[src/rtl/bmpd_pkg.sv]
// Types and constants shared by the bitmap pixel stream decoder.
`timescale 1ns / 1ps
`default_nettype none

package bmpd_pkg;

  localparam int BYTE_W     = 8;
  localparam int DIM_W      = 13;
  localparam int DIM_MAX    = (1 << DIM_W) - 1;
  localparam int ADDR_OUT_W = 24;
  localparam int PROD_W     = BYTE_W + DIM_W;
  localparam int CFG_IDX_W  = 2;
  localparam int QDEPTH     = 4;
  localparam int QPTR_W     = $clog2(QDEPTH);

  // raw rows are padded to a multiple of 4 bytes
  localparam logic [DIM_W:0] STRIDE_MASK = {{(DIM_W - 1){1'b1}}, 2'b00};

  localparam logic [BYTE_W-1:0] ESC_EOL   = 8'd0;
  localparam logic [BYTE_W-1:0] ESC_END   = 8'd1;
  localparam logic [BYTE_W-1:0] ESC_DELTA = 8'd2;

  typedef enum logic [CFG_IDX_W-1:0] {
    REG_IMAGE_WIDTH      = 2'd0,
    REG_IMAGE_HEIGHT     = 2'd1,
    REG_COMPRESSION_MODE = 2'd2
  } reg_index_t;

  typedef enum logic [2:0] {
    PH_PAIR   = 3'd0,
    PH_RUNVAL = 3'd1,
    PH_ESC    = 3'd2,
    PH_DX     = 3'd3,
    PH_DY     = 3'd4,
    PH_LIT    = 3'd5
  } phase_t;

  typedef enum logic [2:0] {
    OP_SKIP  = 3'd0,
    OP_RAW   = 3'd1,
    OP_FILL  = 3'd2,
    OP_EOL   = 3'd3,
    OP_END   = 3'd4,
    OP_DELTA = 3'd5
  } op_t;

  typedef struct packed {
    logic              start;
    op_t               op;
    logic [BYTE_W-1:0] value;
    logic [BYTE_W-1:0] count;
    logic [DIM_W-1:0]  col;
    logic [DIM_W-1:0]  col_next;
    logic              wrote;
    logic              wrap;
    logic [BYTE_W-1:0] dx;
    logic [PROD_W-1:0] prod;
  } cmd_t;

  typedef struct packed {
    logic [DIM_W-1:0] width;
    logic             rle;
  } geom_t;

endpackage

`default_nettype wire

[src/rtl/bmpd_cfg.sv]
// Configuration registers and the geometry derived from them.
`timescale 1ns / 1ps
`default_nettype none

module bmpd_cfg #(
  parameter int MAX_WIDTH  = 4096,
  parameter int MAX_HEIGHT = 4096,
  parameter int AW         = 26
) (
  input  wire logic                           clk,
  input  wire logic                           rst,
  input  wire logic                           cfg_valid,
  output logic                                cfg_ready,
  input  wire logic [bmpd_pkg::CFG_IDX_W-1:0] cfg_index,
  input  wire logic [bmpd_pkg::DIM_W-1:0]     cfg_data,
  output bmpd_pkg::geom_t                     geom,
  output logic signed [AW-1:0]                area,
  output logic signed [AW-1:0]                top_row,
  output logic                                settle
);
  import bmpd_pkg::*;

  logic [DIM_W-1:0]   image_width;
  logic [DIM_W-1:0]   image_height;
  logic               compression_mode;
  logic [DIM_W-1:0]   eff_w;
  logic [DIM_W-1:0]   eff_h;
  logic [DIM_W-1:0]   w_clamp;
  logic [DIM_W-1:0]   h_clamp;
  logic [DIM_W-1:0]   h_less;
  logic [2*DIM_W-1:0] area_prod;
  logic [2*DIM_W-1:0] top_prod;

  assign cfg_ready = 1'b1;

  always_comb begin
    if (image_width == '0) begin
      w_clamp = DIM_W'(1);
    end else if (32'(image_width) > MAX_WIDTH) begin
      w_clamp = DIM_W'(MAX_WIDTH);
    end else begin
      w_clamp = image_width;
    end
    if (image_height == '0) begin
      h_clamp = DIM_W'(1);
    end else if (32'(image_height) > MAX_HEIGHT) begin
      h_clamp = DIM_W'(MAX_HEIGHT);
    end else begin
      h_clamp = image_height;
    end
  end

  assign h_less    = eff_h - DIM_W'(1);
  assign area_prod = (2*DIM_W)'(eff_w) * (2*DIM_W)'(eff_h);
  assign top_prod  = (2*DIM_W)'(h_less) * (2*DIM_W)'(eff_w);

  always_ff @(posedge clk) begin
    if (rst) begin
      image_width      <= DIM_W'(1);
      image_height     <= DIM_W'(1);
      compression_mode <= 1'b0;
      eff_w            <= DIM_W'(1);
      eff_h            <= DIM_W'(1);
      area             <= AW'(1);
      top_row          <= '0;
      settle           <= 1'b0;
    end else begin
      if (cfg_valid && cfg_ready) begin
        unique case (reg_index_t'(cfg_index))
          REG_IMAGE_WIDTH:      image_width      <= cfg_data;
          REG_IMAGE_HEIGHT:     image_height     <= cfg_data;
          REG_COMPRESSION_MODE: compression_mode <= cfg_data[0];
          default: ;
        endcase
      end
      settle  <= cfg_valid && cfg_ready;
      eff_w   <= w_clamp;
      eff_h   <= h_clamp;
      area    <= AW'(area_prod);
      top_row <= AW'(top_prod);
    end
  end

  assign geom = '{width: eff_w, rle: compression_mode};

endmodule

`default_nettype wire

[src/rtl/bmpd_front.sv]
// Front end: byte parser that turns each byte into a command for the back end.
`timescale 1ns / 1ps
`default_nettype none

module bmpd_front (
  input  wire logic                        clk,
  input  wire logic                        rst,
  input  wire logic                        push,
  input  wire logic [bmpd_pkg::BYTE_W-1:0] data_byte,
  input  wire logic                        start_of_image,
  input  wire bmpd_pkg::geom_t             geom,
  output bmpd_pkg::cmd_t                   cmd
);
  import bmpd_pkg::*;

  phase_t            phase;
  phase_t            phase_next;
  logic [DIM_W-1:0]  col;
  logic [DIM_W-1:0]  col_next;
  logic [BYTE_W-1:0] pend;
  logic [BYTE_W-1:0] pend_next;
  logic [BYTE_W-1:0] dx;
  logic [BYTE_W-1:0] dx_next;

  phase_t            ph;
  logic [DIM_W-1:0]  c;
  logic [BYTE_W-1:0] pd;
  logic [BYTE_W-1:0] dxv;
  logic [DIM_W:0]    c_inc;
  logic [DIM_W:0]    stride;
  logic              raw_wrap;
  logic              raw_wrote;
  logic [BYTE_W:0]   lit_len;
  logic [DIM_W-1:0]  lit_next;
  logic              lit_done;

  // a start byte sees a freshly reset parser
  assign ph  = start_of_image ? PH_PAIR : phase;
  assign c   = start_of_image ? '0 : col;
  assign pd  = start_of_image ? '0 : pend;
  assign dxv = start_of_image ? '0 : dx;

  assign c_inc     = {1'b0, c} + (DIM_W+1)'(1);
  assign stride    = ({1'b0, geom.width} + (DIM_W+1)'(3)) & STRIDE_MASK;
  assign raw_wrap  = c_inc >= stride;
  assign raw_wrote = c < geom.width;
  assign lit_len   = ({1'b0, pd} + (BYTE_W+1)'(1)) & ~(BYTE_W+1)'(1);
  assign lit_next  = c_inc[DIM_W-1:0];
  assign lit_done  = (lit_next >= DIM_W'(lit_len)) || (lit_next == '0);

  // next state
  always_comb begin
    phase_next = ph;
    col_next   = c;
    pend_next  = pd;
    dx_next    = dxv;
    if (!geom.rle) begin
      col_next = raw_wrap ? '0 : c_inc[DIM_W-1:0];
    end else begin
      unique case (ph)
        PH_PAIR: begin
          if (data_byte != '0) begin
            pend_next  = data_byte;
            phase_next = PH_RUNVAL;
          end else begin
            phase_next = PH_ESC;
          end
        end
        PH_RUNVAL: phase_next = PH_PAIR;
        PH_ESC: begin
          phase_next = PH_PAIR;
          if (data_byte == ESC_DELTA) begin
            phase_next = PH_DX;
          end else if (data_byte != ESC_EOL && data_byte != ESC_END) begin
            pend_next  = data_byte;
            col_next   = '0;
            phase_next = PH_LIT;
          end
        end
        PH_DX: begin
          dx_next    = data_byte;
          phase_next = PH_DY;
        end
        PH_DY: phase_next = PH_PAIR;
        PH_LIT: begin
          col_next = lit_next;
          if (lit_done) phase_next = PH_PAIR;
        end
        default: phase_next = PH_PAIR;
      endcase
    end
  end

  // command for the back end
  always_comb begin
    cmd          = '0;
    cmd.start    = start_of_image;
    cmd.op       = OP_SKIP;
    cmd.value    = data_byte;
    cmd.col      = c;
    cmd.col_next = col_next;
    cmd.wrote    = raw_wrote;
    cmd.wrap     = raw_wrap;
    cmd.dx       = dxv;
    cmd.prod     = PROD_W'(data_byte) * PROD_W'(geom.width);
    if (!geom.rle) begin
      cmd.op = OP_RAW;
    end else begin
      unique case (ph)
        PH_RUNVAL: begin
          cmd.op    = OP_FILL;
          cmd.count = pd;
        end
        PH_ESC: begin
          if (data_byte == ESC_EOL) begin
            cmd.op = OP_EOL;
          end else if (data_byte == ESC_END) begin
            cmd.op = OP_END;
          end
        end
        PH_DY: cmd.op = OP_DELTA;
        PH_LIT: begin
          if (c < DIM_W'(pd)) begin
            cmd.op    = OP_FILL;
            cmd.count = BYTE_W'(1);
          end
        end
        default: cmd.op = OP_SKIP;
      endcase
    end
  end

  always_ff @(posedge clk) begin
    if (rst) begin
      phase <= PH_PAIR;
      col   <= '0;
      pend  <= '0;
      dx    <= '0;
    end else if (push) begin
      phase <= phase_next;
      col   <= col_next;
      pend  <= pend_next;
      dx    <= dx_next;
    end
  end

endmodule

`default_nettype wire

[src/rtl/bmpd_queue.sv]
// Command queue between the parser and the address unit.
`timescale 1ns / 1ps
`default_nettype none

module bmpd_queue (
  input  wire logic           clk,
  input  wire logic           rst,
  input  wire logic           push,
  input  wire bmpd_pkg::cmd_t wdata,
  input  wire logic           pop,
  output bmpd_pkg::cmd_t      rdata,
  output logic                not_empty,
  output logic                full
);
  import bmpd_pkg::*;

  cmd_t              slots [QDEPTH];
  logic [QPTR_W-1:0] wr_ptr;
  logic [QPTR_W-1:0] rd_ptr;
  logic [QPTR_W:0]   count;

  always_ff @(posedge clk) begin
    if (push) slots[wr_ptr] <= wdata;
  end

  always_ff @(posedge clk) begin
    if (rst) begin
      wr_ptr <= '0;
      rd_ptr <= '0;
      count  <= '0;
    end else begin
      if (push) wr_ptr <= wr_ptr + QPTR_W'(1);
      if (pop)  rd_ptr <= rd_ptr + QPTR_W'(1);
      if (push && !pop) begin
        count <= count + (QPTR_W+1)'(1);
      end else if (pop && !push) begin
        count <= count - (QPTR_W+1)'(1);
      end
    end
  end

  assign rdata     = slots[rd_ptr];
  assign not_empty = count != '0;
  assign full      = count == (QPTR_W+1)'(QDEPTH);

endmodule

`default_nettype wire

[src/rtl/bmpd_back.sv]
// Back end: write position tracking, clipping and the result register.
`timescale 1ns / 1ps
`default_nettype none

module bmpd_back #(
  parameter int AW = 26
) (
  input  wire logic                            clk,
  input  wire logic                            rst,
  input  wire logic                            q_valid,
  input  wire bmpd_pkg::cmd_t                  cmd,
  output logic                                 pop,
  input  wire bmpd_pkg::geom_t                 geom,
  input  wire logic signed [AW-1:0]            area,
  input  wire logic signed [AW-1:0]            top_row,
  output logic                                 out_valid,
  input  wire logic                            out_ready,
  output logic [bmpd_pkg::ADDR_OUT_W-1:0]      pixel_address,
  output logic [bmpd_pkg::BYTE_W-1:0]          pixel_value,
  output logic [bmpd_pkg::BYTE_W-1:0]          repeat_count,
  output logic                                 clipped,
  output logic                                 image_done
);
  import bmpd_pkg::*;

  logic signed [AW-1:0] row_start;
  logic signed [AW-1:0] row_start_next;
  logic signed [AW-1:0] write_address;
  logic signed [AW-1:0] write_address_next;
  logic                 finished;
  logic                 finished_next;

  logic signed [AW-1:0] rs;
  logic signed [AW-1:0] wa;
  logic                 fin;
  logic signed [AW-1:0] w_s;
  logic signed [AW-1:0] col_s;
  logic signed [AW-1:0] coln_s;
  logic signed [AW-1:0] dx_s;
  logic signed [AW-1:0] prod_s;
  logic signed [AW-1:0] n_s;
  logic signed [AW-1:0] a_raw;
  logic signed [AW-1:0] rs_wrap;
  logic signed [AW-1:0] fill_end;
  logic signed [AW-1:0] room;
  logic signed [AW-1:0] ce_wa;
  logic signed [AW-1:0] ce_rs;
  logic                 in_buf;

  logic                 res_valid;
  logic signed [AW-1:0] res_addr;
  logic [BYTE_W-1:0]    res_value;
  logic [BYTE_W-1:0]    res_count;
  logic                 res_clip;
  logic                 res_done;

  assign pop = q_valid && (!out_valid || out_ready);

  assign rs  = cmd.start ? top_row : row_start;
  assign wa  = cmd.start ? top_row : write_address;
  assign fin = cmd.start ? 1'b0 : finished;

  assign w_s    = AW'(geom.width);
  assign col_s  = AW'(cmd.col);
  assign coln_s = AW'(cmd.col_next);
  assign dx_s   = AW'(cmd.dx);
  assign prod_s = AW'(cmd.prod);
  assign n_s    = AW'(cmd.count);

  assign a_raw    = rs + col_s;
  assign rs_wrap  = rs - w_s;
  assign fill_end = wa + n_s;
  assign room     = area - wa;
  assign in_buf   = !a_raw[AW-1] && (a_raw < area);
  assign ce_rs    = (cmd.op == OP_EOL) ? rs_wrap : rs - prod_s;
  assign ce_wa    = (cmd.op == OP_EOL) ? rs_wrap : wa + dx_s - prod_s;

  always_comb begin
    row_start_next     = rs;
    write_address_next = wa;
    finished_next      = fin;
    res_valid          = 1'b0;
    res_addr           = '0;
    res_value          = '0;
    res_count          = '0;
    res_clip           = 1'b0;
    res_done           = 1'b0;
    if (!fin) begin
      unique case (cmd.op)
        OP_RAW: begin
          if (cmd.wrap) row_start_next = rs_wrap;
          finished_next      = cmd.wrap && rs_wrap[AW-1];
          write_address_next = row_start_next + coln_s;
          if (cmd.wrote) begin
            res_valid = 1'b1;
            res_addr  = a_raw;
            res_value = cmd.value;
            res_count = in_buf ? BYTE_W'(1) : '0;
            res_clip  = !in_buf;
            res_done  = finished_next;
          end else if (finished_next) begin
            res_valid = 1'b1;
            res_done  = 1'b1;
          end
        end
        OP_FILL: begin
          res_valid = 1'b1;
          res_value = cmd.value;
          if (wa[AW-1] || wa >= area) begin
            res_clip = cmd.count != '0;
          end else if (n_s > room) begin
            // cut at the buffer end; a run longer than the whole buffer reports address 0
            res_count = room[BYTE_W-1:0];
            res_clip  = 1'b1;
            res_addr  = (n_s > area) ? '0 : wa;
          end else begin
            res_count = cmd.count;
            res_addr  = wa;
          end
          if (!wa[AW-1]) write_address_next = (fill_end > area) ? area : fill_end;
        end
        OP_EOL, OP_DELTA: begin
          row_start_next     = ce_rs;
          write_address_next = (ce_wa > area) ? area : ce_wa;
          if (ce_wa[AW-1] || ce_rs[AW-1]) begin
            finished_next = 1'b1;
            res_valid     = 1'b1;
            res_done      = 1'b1;
          end
        end
        OP_END: begin
          finished_next = 1'b1;
          res_valid     = 1'b1;
          res_done      = 1'b1;
        end
        default: ;
      endcase
    end
    if (res_count == '0) begin
      res_addr  = '0;
      res_value = '0;
    end
  end

  always_ff @(posedge clk) begin
    if (rst) begin
      out_valid     <= 1'b0;
      finished      <= 1'b1;
      row_start     <= '0;
      write_address <= '0;
    end else if (pop) begin
      out_valid     <= res_valid;
      finished      <= finished_next;
      row_start     <= row_start_next;
      write_address <= write_address_next;
    end else if (out_ready) begin
      out_valid <= 1'b0;
    end
  end

  always_ff @(posedge clk) begin
    if (pop && res_valid) begin
      pixel_address <= ADDR_OUT_W'(res_addr);
      pixel_value   <= res_value;
      repeat_count  <= res_count;
      clipped       <= res_clip;
      image_done    <= res_done;
    end
  end

endmodule

`default_nettype wire

[src/rtl/bitmap_8bit_pixel_stream_decoder_top.sv]
// Top level of the 8-bit bitmap pixel stream decoder.
// Takes one pixel-data byte per clock while in_ready is high and returns at most one fill
// command per byte, in order, registered as the byte leaves the 4-entry command queue; with
// a free output the sustained rate is one byte per clock. The parser stage and the address
// stage each sit on their own side of the queue, and the queue takes bytes while an earlier
// fill command waits for out_ready. After each configuration transaction the input is held
// off while the buffer area and the top row address, each a 13x13 product, are recomputed.
// A byte with start_of_image high restarts decoding at the bottom row; before the first
// start and after the image ends, bytes are taken and dropped.
`timescale 1ns / 1ps
`default_nettype none

module bitmap_8bit_pixel_stream_decoder_top #(
  parameter int MAX_WIDTH  = 4096,
  parameter int MAX_HEIGHT = 4096
) (
  input  wire logic                            clk,
  input  wire logic                            rst,
  input  wire logic                            in_valid,
  output logic                                 in_ready,
  input  wire logic [bmpd_pkg::BYTE_W-1:0]     data_byte,
  input  wire logic                            start_of_image,
  output logic                                 out_valid,
  input  wire logic                            out_ready,
  output logic [bmpd_pkg::ADDR_OUT_W-1:0]      pixel_address,
  output logic [bmpd_pkg::BYTE_W-1:0]          pixel_value,
  output logic [bmpd_pkg::BYTE_W-1:0]          repeat_count,
  output logic                                 clipped,
  output logic                                 image_done,
  input  wire logic                            cfg_valid,
  output logic                                 cfg_ready,
  input  wire logic [bmpd_pkg::CFG_IDX_W-1:0]  cfg_index,
  input  wire logic [bmpd_pkg::DIM_W-1:0]      cfg_data
);
  import bmpd_pkg::*;

  localparam int EFF_MAX_W = (MAX_WIDTH < DIM_MAX) ? MAX_WIDTH : DIM_MAX;
  localparam int EFF_MAX_H = (MAX_HEIGHT < DIM_MAX) ? MAX_HEIGHT : DIM_MAX;
  localparam int AREA_MAX  = EFF_MAX_W * EFF_MAX_H;
  localparam int SPAN_BITS = $clog2(AREA_MAX + 1024);
  localparam int STEP_BITS = $clog2(256 * EFF_MAX_W);
  localparam int AW        = ((SPAN_BITS > STEP_BITS) ? SPAN_BITS : STEP_BITS) + 1;

  geom_t                geom;
  logic signed [AW-1:0] area;
  logic signed [AW-1:0] top_row;
  logic                 settle;
  logic                 push;
  logic                 pop;
  logic                 q_valid;
  logic                 q_full;
  cmd_t                 front_cmd;
  cmd_t                 head_cmd;

  assign in_ready = !q_full && !settle;
  assign push     = in_valid && in_ready;

  bmpd_cfg #(
    .MAX_WIDTH (MAX_WIDTH),
    .MAX_HEIGHT(MAX_HEIGHT),
    .AW        (AW)
  ) u_cfg (
    .clk      (clk),
    .rst      (rst),
    .cfg_valid(cfg_valid),
    .cfg_ready(cfg_ready),
    .cfg_index(cfg_index),
    .cfg_data (cfg_data),
    .geom     (geom),
    .area     (area),
    .top_row  (top_row),
    .settle   (settle)
  );

  bmpd_front u_front (
    .clk           (clk),
    .rst           (rst),
    .push          (push),
    .data_byte     (data_byte),
    .start_of_image(start_of_image),
    .geom          (geom),
    .cmd           (front_cmd)
  );

  bmpd_queue u_queue (
    .clk      (clk),
    .rst      (rst),
    .push     (push),
    .wdata    (front_cmd),
    .pop      (pop),
    .rdata    (head_cmd),
    .not_empty(q_valid),
    .full     (q_full)
  );

  bmpd_back #(
    .AW(AW)
  ) u_back (
    .clk          (clk),
    .rst          (rst),
    .q_valid      (q_valid),
    .cmd          (head_cmd),
    .pop          (pop),
    .geom         (geom),
    .area         (area),
    .top_row      (top_row),
    .out_valid    (out_valid),
    .out_ready    (out_ready),
    .pixel_address(pixel_address),
    .pixel_value  (pixel_value),
    .repeat_count (repeat_count),
    .clipped      (clipped),
    .image_done   (image_done)
  );

endmodule

`default_nettype wire

[config.mk]
export PLATFORM = sky130hd
export DESIGN_NAME = bitmap_8bit_pixel_stream_decoder_top
export DESIGN_NICKNAME = d
export VERILOG_FILES = /design/src/rtl/bmpd_pkg.sv /design/src/rtl/bmpd_cfg.sv /design/src/rtl/bmpd_front.sv /design/src/rtl/bmpd_queue.sv /design/src/rtl/bmpd_back.sv /design/src/rtl/bitmap_8bit_pixel_stream_decoder_top.sv
export SDC_FILE = /design/constraint.sdc
export NUM_CORES = 2
export LEC_CHECK = 0
export BUFFER_PORTS_ARGS = -buffer_cell sky130_fd_sc_hd__buf_2
export CORE_AREA = 2 2 272 382
export DETAILED_ROUTE_END_ITERATION = 10
export DIE_AREA = 0 0 274 384
export PLACE_DENSITY = 0.65
export SETUP_SLACK_MARGIN = 0.15
export SYNTH_ARGS = -nofsm -noshare
export SYNTH_HDL_FRONTEND = slang
export SYNTH_HIERARCHICAL = 1
export SYNTH_SLANG_ARGS = --single-unit
[constraint.sdc]
create_clock -name clk -period 15.5 [get_ports clk]
set_input_delay 3.875 -clock clk [delete_from_list [all_inputs] [get_ports clk]]
set_output_delay 3.875 -clock clk [all_outputs]
set_load 0.02 [all_outputs]
### After elaboration in Yosys (flattened, before gate mapping)

Memory sizes are Yosys's and may differ from the RTL's. A register that Yosys moved wholly into a read port is not among the register bits.
Cells that the tools add are included.

* $add $sub $neg: 16
* multiply operators: 3
* magnitude comparators: 12
* eq/ne operators: 16
* muxes and demuxes: 81
* reductions and logical operators: 42

Operators by type and width (count)
* 26-bit 2-to-1 mux: 12
* 8-bit 2-to-1 mux: 14
* 24-bit 2-to-1 mux: 4
* 13-bit 2-to-1 mux: 7
* 26-bit one-hot mux with 3 select lines: 1
* 8-bit one-hot mux with 2 select lines: 4
* 26-bit by 14-bit adder with 26-bit output: 2
* 26-bit by 9-bit adder with 26-bit output: 2
* 26-bit greater-than comparator: 2
* 9-bit by 26-bit greater-than comparator with 1-bit output: 2
* 13-bit by 13-bit multiplier with 26-bit output: 2
* 26-bit one-hot mux with 2 select lines: 1
* 26-bit by 22-bit subtractor with 26-bit output: 2
* 24-bit one-hot mux with 2 select lines: 1
* 13-bit logical NOT: 3
* 3-bit 2-to-1 mux: 10
* 26-bit greater-or-equal comparator: 1
* 13-bit greater-than comparator (second input constant): 2
* 26-bit < comparator: 1
* 13-bit one-hot mux with 2 select lines: 1
* 26-bit by 14-bit subtractor with 26-bit output: 1
* 26-bit subtractor: 1
* 3-bit one-hot mux with 4 select lines: 2
* 8-bit by 13-bit multiplier with 21-bit output: 1
* other kinds (35): 91

* flip-flop bits (word level): 241
* bits in writable memories: 308
* word-level logic and storage cells: 197
* memories kept: 1

Memory list
* u_queue.slots: depth 4, bits a word 77, rd ports 1, clocked after Yosys merged registers in 1, write ports 1, RTL line bmpd_queue.sv:17 `cmd_t slots [QDEPTH];`

### Longest topological paths before layout

* depth in word-level cells: 10
* mapped depth: 38
* depth with buffers taken out: 28

### Modules after synthesis

Netlist, hierarchy kept.

By module, submodules not included
* bmpd_back: times used 1, cells an instance 2355, area each 17722.0 sq um, seq. area each 2342.2 sq um
* bmpd_cfg: times used 1, cells an instance 1637, area each 14490.1 sq um, seq. area each 2122.0 sq um
* bmpd_queue: times used 1, cells an instance 447, area each 11574.9 sq um, seq. area each 9429.0 sq um
* bmpd_front: times used 1, cells an instance 852, area each 6785.3 sq um, seq. area each 640.6 sq um
* bitmap_8bit_pixel_stream_decoder_top: times used 1, cells an instance 2, area each 16.3 sq um, seq. area each 0.0 sq um

### Least setup slack after synthesis

No wires, ideal clock.

* kind: input-to-reg
* from: input data_byte[2] (netlist name)
* to: memory u_queue/slots[0][20] (netlist name) (data pin)
* data arrival time: 7806 ps
* required time: 15297 ps
* slack: 7491 ps
* stages on the path: 16
* buffers on the path: 1
* cell sequence: clkbuf_1 -> nand2_1 -> fa_1 -> fa_1 -> inv_1 -> fa_1 -> inv_1 -> fa_1 -> inv_1 -> ha_1 -> o21ai_0 -> a21boi_0 -> nand3_1 -> or3_1 -> and3_1 -> nor3_1

RTL lines
* start: declaration: RTL line bitmap_8bit_pixel_stream_decoder_top.sv:21 `input wire logic [bmpd_pkg::BYTE_W-1:0] data_byte,`
* end: declaration: RTL line bmpd_queue.sv:17

==> reports/results.ini <==
[status]
status=complete, no violations

[detailed_routing]
routedWlPerCell_um=24.4
drtPass1Iterations=7
viasPerCell=6.16
drt_wl_total_mm=162
drcViolationCount=0
num_vias=40910
final_antenna_net_count=0
drt_iter0_markers=3607

[hold_path]
hp-start=u_back/row_start[8]
hp-class=reg2reg

[synth]
ys.warnings.count=6
synth_edf_count=350
synthesis.nets=6104
synth_cell_types=127
ys.flop_type=edfxtp_1
syn_area_sq_um=50600
ys_ff_latch=551
synth_top_cells_by_area=edfxtp_1 (21%), fa_1 (13%), ha_1 (11%)
synth_top_area_share_pct=20.8
yosysTopAreaCell=edfxtp_1
async_flop_share_pct=0
yosysSeqAreaShare_pct=28.7
syn_inst=5293
syn_avg_cell_area_sq_um=9.56

[clock_tree]
holdBufCountCts=0
path_clk_slew_ps=70
h-tree-depth=2
post_cts_resized=0
cts_made_buffers=58
clockBufferDepth=3
clk-insertion-delay-late_ps=680
cts_tree=built
cts.sinks=551
root_buffer=clkbuf_16
post_cts.repair.setup_buffers=0

[sta]
rsz0062_at_grt=no
setup_violations=0
max_freq_ghz=0.114
fin_crit_ps=8800
tns_ps=0
final-hold-violation-count=0
tightest_slew_ps=1370
fin_worst_skew_ps=32.6
slew_headroom_pct=8.24
fin_ws_ps=6700
timing.hold.ws_ps=467
min_period_over_period_pct=56.7
slew_violations=0

[global_route]
antenna_found_initial=1
grt_max_degree=72
grtUsageMet1_pct=37.6
grt_pass1_vias=40459
grt_usage_pct=30.6
top_usage_layer=met2
gr-usage-met2_pct=51.2
grt_pass1_wl_mm=245
grt.overflow.total=0
grt.met3_usage_pct=3.81

[layout]
fillers=9275
instances_no_fill=6636
nets=6059
areaGrowthSynthToFinish_pct=6.97
post-route-cell-area_sq_um=54100
drive_gt1_share_pct=8.48
antenna_cells=0

[floorplanning]
io-pin-count=74
core_area_sq_um=102000
initial_core_util_pct=49.6
core.rowCount=139
dieWidth_um=274
die_h_um=384
dieArea_sq_um=105000

[setup_path]
crit_path_end_kind=flip-flop
start_kind=flip-flop
crit_fanout=50
path_class=reg2reg
cp.required_ps=15920
worst-r2r-setup-slack_ps=6700
critPathArrivalTime_ps=9220

[pwr]
ir_drop_uv=138
p_leak_uw=0.0231
swShare_pct=49.0
p_sw_uw=4620
p_comb_share_pct=63.4
power_density_nw_per_um2=174
p_int_uw=4810
p_clk_share_pct=16.8
seqPwrFrac_pct=19.9

[run]
maxCapViolations=0

[placement]
numPlacedInstances=6527
placed_area_sq_um=51900
io_buffers=72
hpwl_mm=124
routabilityCongestion=1.03
place_ws_ps=6930

[logic make-up (layout without fill, tap and decap cells)]
group | Yosys count | count (layout) | share of synthesized area [%]
AND/OR/NAND/NOR | 1619 | 1619 | 16.3
AO/OA/AOI/OAI | 1098 | 1098 | 14.6
buffers and inverters | 845 | 849 | 6.91
adder cells (fa/ha/maj) | 782 | 782 | 24.1
flip-flops | 551 | 551 | 28.7
XOR/XNOR | 229 | 229 | 3.99
multiplexers | 168 | 168 | 5.35
other | 1 | 1 | 0.00741
[final timing paths]
kind	to	cells after the start
worst max register to register	u_back/pixel_address[23]	20
worst min-delay path	u_back/row_start[8]	2
worst min register to register	u_back/row_start[8]	2
worst max-delay path	u_back/pixel_address[23]	20
[final cells by class]
| cell class | count | area [sq um] | share of cell area (%) |
|---|---|---|---|
| tap | 1339 | 1680 | 3.10 |
| multi-input combinational | 3897 | 32600 | 60.2 |
| timing repair buffer | 143 | 900 | 1.66 |
| clock buffer | 71 | 1570 | 2.91 |
| sequential | 551 | 14500 | 26.9 |
| clock inverter | 38 | 594 | 1.10 |
| inverter | 597 | 2240 | 4.14 |
[worst max-delay path, cell delays in order (launching register included)]
cell,delay [ps]
dfxtp_4,870
mux4_4,830
o21ai_0,840
ha_1,430
a21o_1,180
a21oi_1,320
o21bai_1,150
a2111o_1,480
a31oi_1,250
a211o_1,430
nor2_1,120
xnor2_1,390
ha_1,340
o21ai_0,170
a21oi_1,60
o21a_1,180
o21ai_0,530
a221oi_1,260
nor4_2,920
a311oi_4,270
a21oi_1,480
[metal layers]
| layer | routed length [um] | vias to the layer above |
|---|---|---|
| met1 | 62600 | 20150 |
| met2 | 77400 | 1799 |
| met3 | 10600 | 493 |
| li1 | - | 18466 |
| met5 | 12 | - |
| met4 | 11200 | 2 |
[layout by cell type (no fill, tap or decap), drive strengths merged, types with 36 or more instances in the layout]
master,Yosys,routed
a211oi,51,51
a22oi,37,37
ha,459,459
and2,264,264
a21oi,287,287
xnor2,169,169
xor2,60,60
a31oi,37,37
nand4,49,49
nand3,105,105
nor4,41,41
nand2b,37,37
o211ai,36,36
mux4,77,77
fa,323,323
o21ai,224,224
nor2,297,297
nor2b,90,90
nor3,103,103
mux2i,65,65
nand2,482,482
clkbuf,174,71
buf,73,143
a21o,88,88
edfxtp,350,350
o21a,48,48
inv,593,598
dfxtp,201,201
[sequential cells by signal, indices dropped and copies added (netlist names), 2 cells and up, named ones only]
name	cells
u_front/pend	8
u_back/pixel_address	24
u_back/pixel_value	8
u_cfg/top_row	26
u_cfg/eff_h	13
u_front/dx	8
u_queue/slots	308
u_front/phase	3
u_back/row_start	26
u_cfg/image_height	13
u_cfg/area	26
u_back/write_address	26
u_queue/wr_ptr	2
u_cfg/eff_w	13
u_queue/count	3
u_back/repeat_count	8
u_cfg/image_width	13
u_front/col	13
u_queue/rd_ptr	2
[synth_stat cells, drive strengths merged (12+ instances only)]
master   count
a22oi       37
inv        593
o22ai       21
a21o        88
or3         22
nor2       297
a2111oi     14
o21ai      224
nand3b      14
mux4        77
fa         323
nor3       103
a211oi      51
o2111ai     15
dfxtp      201
a21oi      287
o21bai      27
a21boi      23
nor4        41
and2       264
and3        35
nor2b       90
nand4       49
or2         17
a311oi      20
ha         459
xnor2      169
a221oi      30
nand3      105
edfxtp     350
o31ai       22
mux2i       65
o211ai      36
buf         73
a31oi       37
mux2        26
a211o       12
nand2b      37
xor2        60
nand2      482
o21a        48
clkbuf     174
[metrics by stage]
step / utilization (%) / power, uW
4_1_cts: 53.1 / 9300
3_3_place_gp: 51.0 / 7660
3_5_place_dp: 51.0 / 7690
5_1_grt: 53.1 / 9930
2_1_floorplan: - / 6000
6_report: 53.1 / 9430
[power groups by stage]
stage / clock [uW] / combinational, uW / sequential (uW)
detailed placement: 0 / 5780 / 1900
floorplan: 0 / 4090 / 1910
global route: 1660 / 6380 / 1890
finish: 1580 / 5980 / 1870
CTS: 1610 / 5810 / 1870
global placement: 0 / 5760 / 1900
Note: power is estimated with default switching activity, not from simulation.
